## src/sv/hrx_pkg.sv

```systemverilog
`default_nettype none

package hrx_pkg;

    localparam int TREE_DEPTH    = 256;
    localparam int TREE_AW       = $clog2(TREE_DEPTH);
    localparam int MAX_WIDTH_DEF = 1024;
    localparam int MAX_HEIGHT    = 1024;
    localparam int CFG_W         = 11;
    localparam int CFG_IDX_W     = 2;
    localparam int PIX_W         = 5;
    localparam int REP_W         = 7;

    localparam logic [CFG_W-1:0] WIDTH_RESET  = CFG_W'(320);
    localparam logic [CFG_W-1:0] HEIGHT_RESET = CFG_W'(200);

    localparam int          LEAF_BIT = 7;
    localparam logic [7:0]  RUN_BASE = 8'h90;

    localparam logic [CFG_IDX_W-1:0] CFG_IMAGE_WIDTH  = CFG_IDX_W'(0);
    localparam logic [CFG_IDX_W-1:0] CFG_IMAGE_HEIGHT = CFG_IDX_W'(1);

    typedef enum logic [1:0] {
        MODE_LOAD_TREE = 2'd0,
        MODE_START     = 2'd1,
        MODE_BYTE      = 2'd2,
        MODE_PIXEL     = 2'd3
    } t_mode;

    typedef enum logic [1:0] {
        ST_PIXEL     = 2'd0,
        ST_NEED_BYTE = 2'd1,
        ST_COMPLETE  = 2'd2
    } t_status;

    typedef enum logic [2:0] {
        S_IDLE,
        S_WALK,
        S_PIX,
        S_NEED,
        S_FULL
    } t_state;

    typedef struct packed {
        t_mode      mode;
        logic [7:0] tree_index;
        logic [7:0] tree_entry;
        logic [7:0] code_byte;
    } t_in_word;

    typedef struct packed {
        logic [PIX_W-1:0] pixel;
        t_status          status;
        logic             last_pixel;
    } t_out_word;

    typedef struct packed {
        logic               we;
        logic [TREE_AW-1:0] waddr;
        logic [7:0]         wdata;
        logic [TREE_AW-1:0] raddr;
    } t_tree_req;

endpackage

`default_nettype wire

```

## src/sv/hrx_tree_mem.sv

```systemverilog
`default_nettype none

module hrx_tree_mem (
    input  wire                logic i_clk,
    input  wire hrx_pkg::t_tree_req  i_req,
    output logic [7:0]               o_rdata
);

    logic [7:0] r_mem [hrx_pkg::TREE_DEPTH];

    always_ff @(posedge i_clk) begin
        if (i_req.we) begin
            r_mem[i_req.waddr] <= i_req.wdata;
        end
        o_rdata <= r_mem[i_req.raddr];
    end

endmodule

`default_nettype wire

```

## config.mk

```make
export PLATFORM = sky130hd
export DESIGN_NAME = hrx_tree_mem
export DESIGN_NICKNAME = d
export VERILOG_FILES = /design/src/sv/hrx_pkg.sv /design/src/sv/hrx_tree_mem.sv
export SDC_FILE = /design/constraint.sdc
export NUM_CORES = 2
export LEC_CHECK = 0
export BUFFER_PORTS_ARGS = -buffer_cell sky130_fd_sc_hd__buf_2
export CORE_MARGIN = 2
export CORE_UTILIZATION = 40
export DETAILED_ROUTE_END_ITERATION = 16
export PLACE_DENSITY_LB_ADDON = 0.3
export RECOVER_POWER = 100
export SETUP_SLACK_MARGIN = 0.5
export SKIP_CTS_REPAIR_TIMING = 1
export SLEW_MARGIN = 10
export SYNTH_ARGS = -nofsm -noshare
export SYNTH_HDL_FRONTEND = slang
export SYNTH_SLANG_ARGS = --single-unit
```

## constraint.sdc

```tcl
create_clock -name i_clk -period 6.9 [get_ports i_clk]
set_clock_uncertainty 0.2 [all_clocks]
set_input_delay 0.345 -clock i_clk [delete_from_list [all_inputs] [get_ports i_clk]]
set_output_delay 0.345 -clock i_clk [all_outputs]
set_load 0.02 [all_outputs]
```

==> results.md <==
* Status: finished, violations left
* Violated checks: capacitance limit, slew limit
* Synth Register Bits at 2056
* Core area at 0.197 sq mm
* Max Cap Viol at 14
* Share of layout cells above drive strength 1 at 21.3%
* Die width at 450 um
* Final Cycle Share at 73.9%
* DRT iter0 DRCs at between 4000 and 5000
* Arrival @ worst endpoint at about 5.6 ns
* Syn Nets at 3759
* Vias in the first global route at 38200
* Global-route wire length before repair at 287000 um
* Clock transition at path regs at 0.06 ns
* Dpl ws at approximately 2.7 ns
* Vias/cell at 5.81
* Root buf cell: clkbuf_16
* Largest fanout on the critical path at 33
* Setup TNS at 0 ns
* Layout area overhead at 11.9%
* Largest net degree at the start of global routing at about 160
* Std-Cell Rows at 163
* Fin util at between 40% and 50%
* CTS Buffer Depth at 3
* Initial Util at 40.3%
* DP Wirelength at approximately 120000 um
* Setup Crit Path Kind: input port to flip-flop
* Rel. slew slack at -179%
* Vias at 38500
* Worst slew pin tran at 4.18 ns
* Post-route minimum period at 5.10 ns
* Hold Fails Final Rpt at 0
* Final hold slack at roughly 0.030 ns
* Port Buf Inserts at 33
* Synth Cell Area at 0.0796 sq mm
* Die Ht at ~450 um
* DRC at 0
* Detail Route Antenna Nets at 0
* Multi-input logic area at approximately 0.017 sq mm
* Final layout net count at 3852
* Pwr/cell area at 290 mW/mm^2
* Final setup viols at 0
* Initial antenna violation count at 16
* Synth unique cells at 55
* Placer Congestion at 0.841
* H-tree Lvls at 4
* Sequential fraction of the synthesis area at 77.5%
* YS warnings at 0
* Top_reg_cell synth: edfxtp_1
* Pleak at 27.0 nW
* Layout fillers at ~17000
* Total power at 0.0259 W
* Die area at 0.202 sq mm
* Setup crit end kind: flip-flop
* Synthesized area per cell at approximately 21 sq um
* Worst VDD drop at around 270 uV
* CTS tree: yes
* Worst Setup Start Kind: input port
* FF/Latch Area at 0.0617 sq mm
* Async S/R FF share, synth at 0%
* Number of synthesized flops with an enable pin at about 2000
* Slew Limit Fails at 1118
* Hold crit path type: input port to flip-flop
* RSZ-0062 raised after global routing: false
* Cts bufs inserted at 204
* Total GRT Usage at 19.6%
* WL/cell at 30.3 um
* Final WS setup at 1.80 ns
* Grt total ovfl at 0
* Worst path required time at approximately 7.4 ns
* Final Routed Wirelength at ~200000 um
* IO Count at 34
* Fmax at 196 MHz
* CTS sink cnt at 2056
* Cells after Synth at 3733
* DR pass1 iterations at 5
* Clk Latency, worst-skew pair at 0.85 ns
power by group:
part / leakage, nW / total, W / internal (W) / switching, W
clock: 3.15 / 0.0108 / 0.00609 / 0.00473
combinational: 5.34 / 0.00122 / 0.000398 / 0.000827
sequential: 18.5 / 0.0138 / 0.0138 / 0.0000264
total: 27.0 / 0.0259 / 0.0203 / 0.00559
cell families after synthesis:
kind of cell	Yosys count	share of synthesized area, %
AOI/OAI and AO/OA	385	3.42
buffers and inverters	235	1.83
DFF	2056	77.5
muxes	591	14.6
and+or+nand+nor	466	2.63
cells in the final DEF (no fill, tap or decap), types with 47 or more instances in the layout:
| cell type | n |
|---|---|
| edfxtp_1 | 2048 |
| mux4_2 | 454 |
| nor2_1 | 279 |
| clkbuf_16 | 208 |
| mux2i_1 | 134 |
| a22oi_1 | 133 |
| a21oi_1 | 96 |
| clkbuf_1 | 77 |
| buf_4 | 50 |
| clkinv_1 | 47 |
through the flow:
stage          std cells  instance area, sq um
2_1_floorplan       3733                 79600
3_3_place_gp        6249                 82500
3_5_place_dp        6252                 82500
4_1_cts             6626                 89100
5_1_grt             6636                 89000
6_report            6637                 89000
worst max-delay path, cell delays in order:
cell,delay (ns)
dlygate4sd3_1,0.52
buf_2,0.29
buf_4,0.57
nor2b_1,1.08
clkbuf_1,1.28
a22oi_1,0.60
a21oi_1,0.33
nor3_1,0.16
nor4_1,0.34
area by class of cell:
type                       count  share of cell area (%)
multi-input combinational   1442                    18.6
antenna                        3                 0.00843
tap                         2640                    3.71
clock buffer                 262                    6.13
inverter                       2                 0.00843
timing repair buffer         120                    1.11
sequential                  2056                    69.3
clock inverter               112                    1.19
flip-flops by register name (all words and copies together) (netlist names):
register  cells
o_rdata       8
r_mem      2048
path summary, 6_finish.rpt:
path | startpoint | endpoint | slack [ns] | cells after the start
max | i_req[4] | o_rdata[3] | 1.80 | 9
min | i_req[18] | r_mem[157][7] | 0.03 | 3
max reg2reg | r_mem[27][3] | o_rdata[3] | 3.95 | 6
min reg2reg | r_mem[32][5] | o_rdata[5] | 0.80 | 6
cells in the mapped netlist (13+ instances only):
cell type,number,area [sq um]
a221oi_1,13,114
a211oi_1,16,120
a21oi_1,96,480
buf_6,21,236
nand3_1,34,170
mux4_2,454,10200
nor4_1,24,150
buf_4,27,203
clkbuf_1,111,417
buf_1,22,82.6
o221ai_1,46,403
o22ai_1,28,175
buf_2,31,155
nor2b_1,31,194
buf_8,13,195
mux2i_1,134,1340
edfxtp_1,2048,61500
nand2_1,33,124
nor2_1,282,1060
a22oi_1,133,998
nor3_1,22,110
routing by layer:
metal  share of wire (%)  vias up  track usage [%]
met4                 2.5        4             5.55
met2                  48     1640             30.9
met3                 7.7      283             3.79
met5               0.013        -                0
met1                  41    20700             27.9
li1                    -    15900                -
(Power assumes the default switching activity.)
