**config.mk**
```make
export PLATFORM = sky130hd
export DESIGN_NAME = hrx_ctrl
export DESIGN_NICKNAME = d
export VERILOG_FILES = /design/src/sv/hrx_pkg.sv /design/src/sv/hrx_ctrl.sv
export SDC_FILE = /design/constraint.sdc
export NUM_CORES = 1
export LEC_CHECK = 0
export BUFFER_PORTS_ARGS = -buffer_cell sky130_fd_sc_hd__buf_2
export CAP_MARGIN = 20
export CELL_PAD_IN_SITES_DETAIL_PLACEMENT = 2
export CELL_PAD_IN_SITES_GLOBAL_PLACEMENT = 2
export CORE_MARGIN = 2
export CORE_UTILIZATION = 34
export DETAILED_ROUTE_END_ITERATION = 8
export PLACE_DENSITY_LB_ADDON = 0.1
export RECOVER_POWER = 50
export SLEW_MARGIN = 25
export SYNTH_ARGS = -nofsm -noshare
export SYNTH_HDL_FRONTEND = slang
export SYNTH_SLANG_ARGS = --single-unit
```
**constraint.sdc**
```tcl
create_clock -name i_clk -period 5.86 [get_ports i_clk]
set_clock_uncertainty 0.05 [all_clocks]
set_input_delay 0.586 -clock i_clk [delete_from_list [all_inputs] [get_ports i_clk]]
set_output_delay 0.586 -clock i_clk [all_outputs]
set_load 0.02 [all_outputs]
```
**src/sv/hrx_pkg.sv**
```systemverilog
`default_nettype none

package hrx_pkg;

    localparam int TREE_DEPTH    = 256;
    localparam int TREE_AW       = $clog2(TREE_DEPTH);
    localparam int MAX_WIDTH_DEF = 1024;
    localparam int MAX_HEIGHT    = 1024;
    localparam int CFG_W         = 11;
    localparam int CFG_IDX_W     = 2;
    localparam int PIX_W         = 5;
    localparam int REP_W         = 7;

    localparam logic [CFG_W-1:0] WIDTH_RESET  = CFG_W'(320);
    localparam logic [CFG_W-1:0] HEIGHT_RESET = CFG_W'(200);

    localparam int          LEAF_BIT = 7;
    localparam logic [7:0]  RUN_BASE = 8'h90;

    localparam logic [CFG_IDX_W-1:0] CFG_IMAGE_WIDTH  = CFG_IDX_W'(0);
    localparam logic [CFG_IDX_W-1:0] CFG_IMAGE_HEIGHT = CFG_IDX_W'(1);

    typedef enum logic [1:0] {
        MODE_LOAD_TREE = 2'd0,
        MODE_START     = 2'd1,
        MODE_BYTE      = 2'd2,
        MODE_PIXEL     = 2'd3
    } t_mode;

    typedef enum logic [1:0] {
        ST_PIXEL     = 2'd0,
        ST_NEED_BYTE = 2'd1,
        ST_COMPLETE  = 2'd2
    } t_status;

    typedef enum logic [2:0] {
        S_IDLE,
        S_WALK,
        S_PIX,
        S_NEED,
        S_FULL
    } t_state;

    typedef struct packed {
        t_mode      mode;
        logic [7:0] tree_index;
        logic [7:0] tree_entry;
        logic [7:0] code_byte;
    } t_in_word;

    typedef struct packed {
        logic [PIX_W-1:0] pixel;
        t_status          status;
        logic             last_pixel;
    } t_out_word;

    typedef struct packed {
        logic               we;
        logic [TREE_AW-1:0] waddr;
        logic [7:0]         wdata;
        logic [TREE_AW-1:0] raddr;
    } t_tree_req;

endpackage

`default_nettype wire

```
**src/sv/hrx_ctrl.sv**
```systemverilog
`default_nettype none

module hrx_ctrl #(
    parameter int MAX_WIDTH = hrx_pkg::MAX_WIDTH_DEF,
    parameter int COL_W     = $clog2(MAX_WIDTH),
    parameter int WW        = $clog2(MAX_WIDTH + 1),
    parameter int TW        = $clog2(MAX_WIDTH * hrx_pkg::MAX_HEIGHT + 1)
) (
    input  wire logic                      i_clk,
    input  wire logic                      i_rst_n,
    input  wire logic                      i_hold,
    input  wire logic [WW-1:0]             i_eff_width,
    input  wire logic [TW-1:0]             i_total,
    input  wire logic                      i_in_valid,
    output logic                           o_in_ready,
    input  wire hrx_pkg::t_in_word         i_in_word,
    output logic                           o_out_valid,
    input  wire logic                      i_out_ready,
    output hrx_pkg::t_out_word             o_out_word,
    output hrx_pkg::t_tree_req             o_tree_req,
    input  wire logic [7:0]                i_tree_q,
    output logic                           o_row_we,
    output logic [COL_W-1:0]               o_row_waddr,
    output logic [hrx_pkg::PIX_W-1:0]      o_row_wdata,
    output logic [COL_W-1:0]               o_row_raddr,
    input  wire logic [hrx_pkg::PIX_W-1:0] i_row_q
);

    hrx_pkg::t_state             r_state, n_state;
    logic [7:0]                  r_bit_buf, n_bit_buf;
    logic [3:0]                  r_bits_left, n_bits_left;
    logic [7:0]                  r_walk_node, n_walk_node;
    logic [hrx_pkg::REP_W-1:0]   r_repeat, n_repeat;
    logic [hrx_pkg::PIX_W-1:0]   r_literal, n_literal;
    logic [TW-1:0]               r_done, n_done;
    logic [COL_W-1:0]            r_col, n_col;
    logic [7:0]                  r_tree_addr, n_tree_addr;
    logic                        r_out_valid, n_out_valid;
    hrx_pkg::t_out_word          r_out_word, n_out_word;

    logic                        accept;
    logic                        slot_free;
    logic                        bit_sel;
    logic                        leaf;
    logic                        run_leaf;
    logic [hrx_pkg::PIX_W-1:0]   lit_used;
    logic [hrx_pkg::PIX_W-1:0]   above;
    logic [hrx_pkg::PIX_W-1:0]   pix;
    logic [WW-1:0]               col_inc;
    logic [COL_W-1:0]            col_next;
    logic [TW-1:0]               done_inc;
    logic                        tree_we;

    assign o_in_ready  = (r_state == hrx_pkg::S_IDLE) && !i_hold;
    assign accept      = i_in_valid && o_in_ready;
    assign slot_free   = !r_out_valid || i_out_ready;
    assign bit_sel     = r_bit_buf[3'(r_bits_left - 4'd1)];
    assign leaf        = i_tree_q[hrx_pkg::LEAF_BIT];
    assign run_leaf    = i_tree_q > hrx_pkg::RUN_BASE;
    assign lit_used    = (r_state == hrx_pkg::S_WALK && !run_leaf) ?
                         i_tree_q[hrx_pkg::PIX_W-1:0] : r_literal;
    assign above       = (r_done < TW'(i_eff_width)) ? '0 : i_row_q;
    assign pix         = above ^ lit_used;
    assign col_inc     = WW'(r_col) + WW'(1);
    assign col_next    = (col_inc >= i_eff_width) ? '0 : COL_W'(col_inc);
    assign done_inc    = r_done + TW'(1);

    assign o_out_valid = r_out_valid;
    assign o_out_word  = r_out_word;
    assign o_row_waddr = r_col;
    assign o_row_wdata = pix;
    assign o_row_raddr = r_col;

    always_comb begin
        o_tree_req.we    = tree_we;
        o_tree_req.waddr = i_in_word.tree_index;
        o_tree_req.wdata = i_in_word.tree_entry;
        o_tree_req.raddr = n_tree_addr;
    end

    always_comb begin
        n_state     = r_state;
        n_bit_buf   = r_bit_buf;
        n_bits_left = r_bits_left;
        n_walk_node = r_walk_node;
        n_repeat    = r_repeat;
        n_literal   = r_literal;
        n_done      = r_done;
        n_col       = r_col;
        n_tree_addr = r_tree_addr;
        n_out_valid = r_out_valid && !i_out_ready;
        n_out_word  = r_out_word;
        tree_we     = 1'b0;
        o_row_we    = 1'b0;

        case (r_state)
            hrx_pkg::S_IDLE: begin
                n_tree_addr = {r_walk_node[6:0], bit_sel};
                if (accept) begin
                    case (i_in_word.mode)
                        hrx_pkg::MODE_LOAD_TREE: begin
                            tree_we = 1'b1;
                        end
                        hrx_pkg::MODE_START: begin
                            n_bit_buf   = '0;
                            n_bits_left = '0;
                            n_walk_node = '0;
                            n_repeat    = '0;
                            n_literal   = '0;
                            n_done      = '0;
                            n_col       = '0;
                        end
                        hrx_pkg::MODE_BYTE: begin
                            n_bit_buf   = i_in_word.code_byte;
                            n_bits_left = 4'd8;
                        end
                        hrx_pkg::MODE_PIXEL: begin
                            if (r_done >= i_total) begin
                                n_state = hrx_pkg::S_FULL;
                            end else if (r_repeat != '0) begin
                                n_state = hrx_pkg::S_PIX;
                            end else if (r_bits_left == 4'd0) begin
                                n_state = hrx_pkg::S_NEED;
                            end else begin
                                n_bits_left = r_bits_left - 4'd1;
                                n_state     = hrx_pkg::S_WALK;
                            end
                        end
                        default: begin
                            n_state = hrx_pkg::S_IDLE;
                        end
                    endcase
                end
            end
            hrx_pkg::S_WALK: begin
                if (leaf) begin
                    if (slot_free) begin
                        n_walk_node = '0;
                        if (run_leaf) begin
                            n_repeat = hrx_pkg::REP_W'(i_tree_q - hrx_pkg::RUN_BASE);
                        end else begin
                            n_literal = i_tree_q[hrx_pkg::PIX_W-1:0];
                        end
                        o_row_we    = 1'b1;
                        n_col       = col_next;
                        n_done      = done_inc;
                        n_out_valid = 1'b1;
                        n_out_word  = '{pixel: pix, status: hrx_pkg::ST_PIXEL,
                                        last_pixel: done_inc == i_total};
                        n_state     = hrx_pkg::S_IDLE;
                    end
                end else if (r_bits_left != 4'd0) begin
                    n_walk_node = i_tree_q;
                    n_bits_left = r_bits_left - 4'd1;
                    n_tree_addr = {i_tree_q[6:0], bit_sel};
                end else if (slot_free) begin
                    n_walk_node = i_tree_q;
                    n_out_valid = 1'b1;
                    n_out_word  = '{pixel: '0, status: hrx_pkg::ST_NEED_BYTE,
                                    last_pixel: 1'b0};
                    n_state     = hrx_pkg::S_IDLE;
                end
            end
            hrx_pkg::S_PIX: begin
                if (slot_free) begin
                    n_repeat    = r_repeat - hrx_pkg::REP_W'(1);
                    o_row_we    = 1'b1;
                    n_col       = col_next;
                    n_done      = done_inc;
                    n_out_valid = 1'b1;
                    n_out_word  = '{pixel: pix, status: hrx_pkg::ST_PIXEL,
                                    last_pixel: done_inc == i_total};
                    n_state     = hrx_pkg::S_IDLE;
                end
            end
            hrx_pkg::S_NEED: begin
                if (slot_free) begin
                    n_out_valid = 1'b1;
                    n_out_word  = '{pixel: '0, status: hrx_pkg::ST_NEED_BYTE,
                                    last_pixel: 1'b0};
                    n_state     = hrx_pkg::S_IDLE;
                end
            end
            hrx_pkg::S_FULL: begin
                if (slot_free) begin
                    n_out_valid = 1'b1;
                    n_out_word  = '{pixel: '0, status: hrx_pkg::ST_COMPLETE,
                                    last_pixel: 1'b0};
                    n_state     = hrx_pkg::S_IDLE;
                end
            end
            default: begin
                n_state = hrx_pkg::S_IDLE;
            end
        endcase
    end

    always_ff @(posedge i_clk) begin
        if (!i_rst_n) begin
            r_state     <= hrx_pkg::S_IDLE;
            r_bit_buf   <= '0;
            r_bits_left <= '0;
            r_walk_node <= '0;
            r_repeat    <= '0;
            r_literal   <= '0;
            r_done      <= '0;
            r_col       <= '0;
            r_out_valid <= 1'b0;
        end else begin
            r_state     <= n_state;
            r_bit_buf   <= n_bit_buf;
            r_bits_left <= n_bits_left;
            r_walk_node <= n_walk_node;
            r_repeat    <= n_repeat;
            r_literal   <= n_literal;
            r_done      <= n_done;
            r_col       <= n_col;
            r_out_valid <= n_out_valid;
        end
    end

    always_ff @(posedge i_clk) begin
        r_tree_addr <= n_tree_addr;
        r_out_word  <= n_out_word;
    end

endmodule

`default_nettype wire

```
==> impl_metrics.yaml, run 1 <==
synthesis:
  synth_top_family_by_area: "simple AND/OR/NAND/NOR gates"
  syn_nets: 901
  synthXorXnorAreaFrac_pct: 6.99
  synth-seq-cells: 82
  ys.flop_type: "dfxtp_1"
  synth-edff-count: 8
  yosysUniqueCellTypes: 74
  yosys_warnings: 0
  synthSimpleGateAreaFrac_pct: 21.7
  synth_compound_area_share_pct: 20.1
  async_reset_ff_share_pct: 0
  synth_fa_ha_area_share_pct: 10.8
  postSynthAreaPerCell_um2: 7.95
  seq_area_frac_synth_pct: 28.1
  synth.area.mux_share_pct: 3.57
  syn_area_mm2: 0.00614
  synth_cells: 772
cells_and_area:
  final_cell_mix: "buf_2, dfxtp_1, nor2_1"
  nets: 962
  diodes: 0
  multi_input_area_mm2: 0.00385
  mostFrequentLayoutCell: "buf_2"
  final_core_util_pct: 38.5
  area_delta_synth_final_pct: 11.9
  regArea_mm2: 0.00172
  drive_above_1_share_pct: 13.8
  fill_cells: 2121
clocking:
  h-tree-depth: 3
  tritoncts.num_buffers: 9
  clkTransAtPathRegs_ps: 70
  hold_buffers: 0
  post_cts_buffers: 0
  clk_path_buf_depth: 2
  cts_tree: "built"
  ctsRootBufferMaster: "clkbuf_16"
  numClockSinks: 82
  cts_resized: 0
  clk_latency_ps: 350
die:
  die_h_um: 138
  rows: 49
  dieArea_mm2: 0.0191
  core_area_mm2: 0.0178
  start_util_pct: 34.4
  io_pins: 137
  fp.dieW_um: 138
timing:
  max-slew-margin-rel_pct: 15.7
  holdWs_ps: 413
  period_needed_ps: 4340
  setup_tns_ps: 0
  worstMarginPinSlew_ps: 1260
  slew_viol_final: 0
  hold_viol: 0
  rsz0062_at_grt: "no"
  setup_viol: 0
  fmaxAchievable_ghz: 0.230
  period_share_pct: 74.1
placed_design:
  portBuffers: 104
  hpwl_um: 16400
  place_congestion: 0.809
worst_setup_path:
  reg2reg_setup_slack_ps: 2100
  path_max_fanout: 25
  endpoint_kind: "output pin"
  timing.rr.start: "r_state[0]"
  timing.rr.end: "r_done[9]"
  critical_path.startpoint: "r_state[0]"
  startpoint_type: "register"
  reg2reg_depth: 7
  worstSetupEndpoint: "o_row_we"
  cp.required_ps: 5220
  arrival_ps: 3710
  critical_path_class: "register to output pin"
global_route:
  grt_util_all_layers_pct: 22.2
  first_global_vias: 6369
  grt_overflow: 0
  grt_max_degree: 52
  antenna_found_initial: 0
  grt_pass1_wl_um: 34600
detailed_routing:
  vias: 5915
  antenna_left: 0
  vias_per_cell: 5.54
  drtIter0Drc: 223
  wl_um: 21300
  firstDrtPassIters: 5
  drc_errors: 0
  routedWlPerCell_um: 19.9
hold_path:
  worstHoldStart: "r_bit_buf[2]"
  hold_path_class: "register to register"
flow_run:
  drv_cap: 0
status:
  outcome: "finished clean"
power_and_ir_drop:
  power_leakage_nw: 2.94
  pwr_density_cell_mw_per_mm2: 200
  ir_drop_uv: 134
power by group:
part / internal (mW) / switching (mW) / leakage, nW
clock: 0.338 / 0.266 / 0.150
sequential: 0.572 / 0.00803 / 0.672
combinational: 0.0691 / 0.117 / 2.11
worst min path at each step:
| stage | to | slack (ps) | cells past startpoint |
|---|---|---|---|
| 2_1_floorplan | r_bit_buf[1] | 380 | 2 |
| 6_report | r_bit_buf[2] | 410 | 2 |
| 4_1_cts | r_bit_buf[0] | 410 | 2 |
| 3_3_place_gp | r_bit_buf[6] | 390 | 2 |
| 3_5_place_dp | r_walk_node[0] | 400 | 2 |
| 5_1_grt | r_bit_buf[2] | 430 | 2 |
sequential cells by signal, summed over array words and instances, names as in the netlist, named ones only:
name,flops
r_done,21
r_walk_node,7
r_repeat,7
o_row_raddr,10
o_out_valid,1
r_state,3
r_bit_buf,8
r_literal,5
r_tree_addr,8
r_bits_left,4
o_out_word,7
logic make-up (layout without fill, tap and decap cells):
| group | Yosys count | in the layout |
|---|---|---|
| AND/OR/NAND/NOR | 269 | 269 |
| AO/OA/AOI/OAI | 191 | 191 |
| buffers and inverters | 109 | 175 |
| flip-flops | 82 | 82 |
| adder cells (fa/ha/maj) | 53 | 53 |
| XOR/XNOR | 49 | 49 |
| multiplexers | 19 | 19 |
routing by layer:
metal	share of wire [%]	global-route usage, %	vias to the layer above
met5	0	0	-
met4	1.7	6.71	0
met3	3.8	2.77	19
met2	48	37.4	116
met1	46	29.8	2931
li1	-	-	2849
stage by stage:
| stage | instances | area (µm²) | power, mW | setup WS (ps) |
|---|---|---|---|---|
| 6_report | 1067 | 6870 | 1.37 | 1520 |
| 5_1_grt | 1067 | 6870 | 1.44 | 1210 |
| 4_1_cts | 1067 | 6930 | 1.39 | 2040 |
| 3_5_place_dp | 1051 | 6630 | 0.782 | 2450 |
| 3_3_place_gp | 1051 | 6630 | 0.772 | 2590 |
| 2_1_floorplan | 772 | 6140 | 0.723 | 2560 |
worst max-delay path, stage by stage, from the launching register on:
cell      delay (ps)
dfxtp_1          900
nor2_1           280
o21ai_0          220
clkbuf_1         940
inv_1            660
buf_2            330
cell type report:
class / count / share of cell area (%)
Sequential cell: 82 / 25.1
Inverter: 50 / 2.73
Multi-Input combinational cell: 581 / 56.1
Timing Repair Buffer: 109 / 7.54
Tap cell: 229 / 4.17
Clock buffer: 10 / 3.33
Clock inverter: 6 / 1.04
synthesized netlist by cell type, types with 3 or more instances:
library cell,count,area (µm²)
mux2i_1,14,140
a211oi_1,6,45.0
o21ai_0,28,140
a21oi_1,66,330
nor2_1,68,255
a31oi_1,8,50.1
buf_4,27,203
mux2_2,3,33.8
and3_1,16,100
nand2b_1,7,43.8
o211ai_1,3,22.5
clkbuf_1,27,101
ha_1,53,663
inv_1,49,184
o21a_1,6,45.0
nand2_1,66,248
a22o_1,11,96.3
xnor2_1,35,307
nor2b_1,4,25.0
o22ai_1,12,75.1
and4_1,3,26.3
a21o_1,8,60.1
nor3_1,16,80.1
xor2_1,14,123
o21ai_1,12,60.1
nand3b_1,3,22.5
nand3_1,36,180
edfxtp_1,8,240
nor4_1,12,75.1
dfxtp_1,74,1480
o2111ai_1,3,26.3
or3_1,4,25.0
nand4_1,11,68.8
and2_1,8,50.1
Power figures use the tool's default switching activity.
==> run 2: changes to the inputs <==
ABC_AREA = 1   (was default)
CORE_UTILIZATION = 27   (was 34)
clock period = 3.8 ns   (was 5.86 ns; I/O delays follow)
==> impl_metrics.yaml, run 2 <==
status:
  outcome: "finished clean"
synthesis:
  synth_common_cells: "nand2_1, inv_1, nor2_1, dfxtp_1, nand3_1"
  synth_top_cell_by_area: "dfxtp_1"
  synth-seq-cells: 82
  synth_cells: 1023
  seq_area_frac_synth_pct: 26.1
  async_reset_ff_share_pct: 0
  yosys.area.top_type_share_pct: 22.5
  syn_area_mm2: 0.00659
  post-synth-top-count-cell: "nand2_1"
  yosysUniqueCellTypes: 48
  postSynthAreaPerCell_um2: 6.45
  yosys_warnings: 0
  synthTopCellsByArea: "dfxtp_1, nand2_1, ha_1"
  synth-edff-count: 8
  syn_nets: 1152
  ys.flop_type: "dfxtp_1"
hold_path:
  hold_path_class: "primary input to register"
  worstHoldStart: "i_in_word[5]"
detailed_routing:
  vias_per_cell: 4.82
  vias: 6916
  routedWlPerCell_um: 17.0
  drc_errors: 0
  firstDrtPassIters: 4
  antenna_left: 0
  wl_um: 24400
  drtIter0Drc: 202
global_route:
  grt_util_all_layers_pct: 19.6
  grtUsageMet2_pct: 32.7
  grt_overflow: 0
  grt_max_degree: 27
  top_usage_layer: "met2"
  grt_util_met3_pct: 2.21
  antenna_found_initial: 1
  first_global_vias: 7364
  grt_pass1_wl_um: 39800
  met1_usage_pct: 27.2
clocking:
  clk_path_buf_depth: 2
  hold_buffers: 0
  clkTransAtPathRegs_ps: 80
  post_cts_buffers: 0
  numClockSinks: 82
  h-tree-depth: 3
  tritoncts.num_buffers: 9
  ctsRootBufferMaster: "clkbuf_16"
  cts_tree: "built"
  cts_resized: 0
  clk_latency_ps: 360
cells_and_area:
  largest_reg_flops: 21
  final_area_mm2: 0.00752
  fill_cells: 3035
  final_cell_mix: "nand2_1, inv_1, nor2_1"
  drive_above_1_share_pct: 12.3
  mostFrequentLayoutCell: "nand2_1"
  regArea_mm2: 0.00172
  top_register: "r_done"
  multi_input_area_mm2: 0.00403
  area_delta_synth_final_pct: 14.0
  nets: 1233
  layout.cells.non_filler: 1434
worst_setup_path:
  cp_top_family: "simple AND/OR/NAND/NOR gates"
  cp.buffers_inverters: 2
  crit_slowest_cell: "nand2_1"
  crit_chain: "nor2_4 > nand2_1 > nor2_1 > nand2_2 > clkinv_2 > nor2_2 > nor2_2 > nand2_4 > nor2_4 > buf_2"
  critical_path.startpoint: "r_state[2]"
  timing.rr.start: "r_state[2]"
  startpoint_type: "register"
  cp_slowest_stage_delay_ps: 380
  path_max_fanout: 10
  endpoint_kind: "output pin"
  cp.required_ps: 3370
  arrival_ps: 2830
  critical_path_class: "register to output pin"
placed_design:
  dp_slack_ps: 896
  hpwl_um: 19500
  portBuffers: 104
  placed_area_mm2: 0.00728
  place_congestion: 0.769
  dp_cells: 1417
timing:
  slew_viol_final: 0
  hold_viol: 0
  period_share_pct: 85.7
  setup_viol: 0
  worstMarginPinSlew_ps: 864
  fmaxAchievable_ghz: 0.307
  period_needed_ps: 3260
  setup_slack_ps: 544
  max-slew-margin-rel_pct: 42.3
  setup_tns_ps: 0
  rsz0062_at_grt: "no"
die:
  dieArea_mm2: 0.0257
  io_pins: 137
  core_area_mm2: 0.0242
  start_util_pct: 27.3
  rows: 57
  die_h_um: 160
  fp.dieW_um: 160
power_and_ir_drop:
  total_power_mw: 4.32
  power_leakage_nw: 3.52
  ir_drop_uv: 204
  pwr_density_cell_mw_per_mm2: 575
flow_run:
  drv_cap: 0
==> run 2: power breakdown <==
group	switching, mW	internal [mW]	total (mW)
sequential	0.138	1.10	1.24
clock	0.458	0.466	0.925
combinational	1.52	0.634	2.15
==> run 2: final cells by class <==
cell class	count	area share, %
sequential	82	22.9
tap	324	5.39
inverter	138	6.91
antenna	1	0.0333
multi-input combinational	760	53.7
timing repair buffer	113	7.22
clock inverter	7	0.899
clock buffer	9	3.00
==> run 2: logic make-up (layout without fill, tap and decap cells) <==
| family | after synthesis | in the layout | share of synthesized area [%] |
|---|---|---|---|
| buffers and inverters | 181 | 267 | 12.6 |
| other | 0 | 1 | 0 |
| XOR/XNOR | 21 | 21 | 3.21 |
| AND/OR/NAND/NOR | 523 | 523 | 34.2 |
| flip-flops | 82 | 82 | 26.1 |
| AO/OA/AOI/OAI | 161 | 161 | 13.6 |
| multiplexers | 2 | 2 | 0.304 |
| adder cells (fa/ha/maj) | 53 | 53 | 10.1 |
==> run 2: worst paths after layout <==
path,to,slack (ps),depth (start not counted)
max,o_row_we,540,10
min,r_bit_buf[5],240,3
max reg2reg,r_done[12],850,12
min reg2reg,r_tree_addr[7],400,2
==> run 2: worst min-delay path, cell delays in order <==
cell,delay (ps)
buf_2,90
nand3_1,70
a21oi_1,60
==> run 2: metrics by stage <==
stage | hold slack, ps | utilization (%)
floorplan | 387 | -
global placement | 385 | 30.1
detailed placement | 387 | 30.1
CTS | 229 | 31.3
global route | 245 | 31.1
finish | 240 | 31.1
==> run 2: metal layers <==
layer	share of wire (%)	vias to the layer above
met5	0.053	-
met4	0.89	2
met3	2.7	15
met2	46	86
met1	51	3353
li1	-	3460
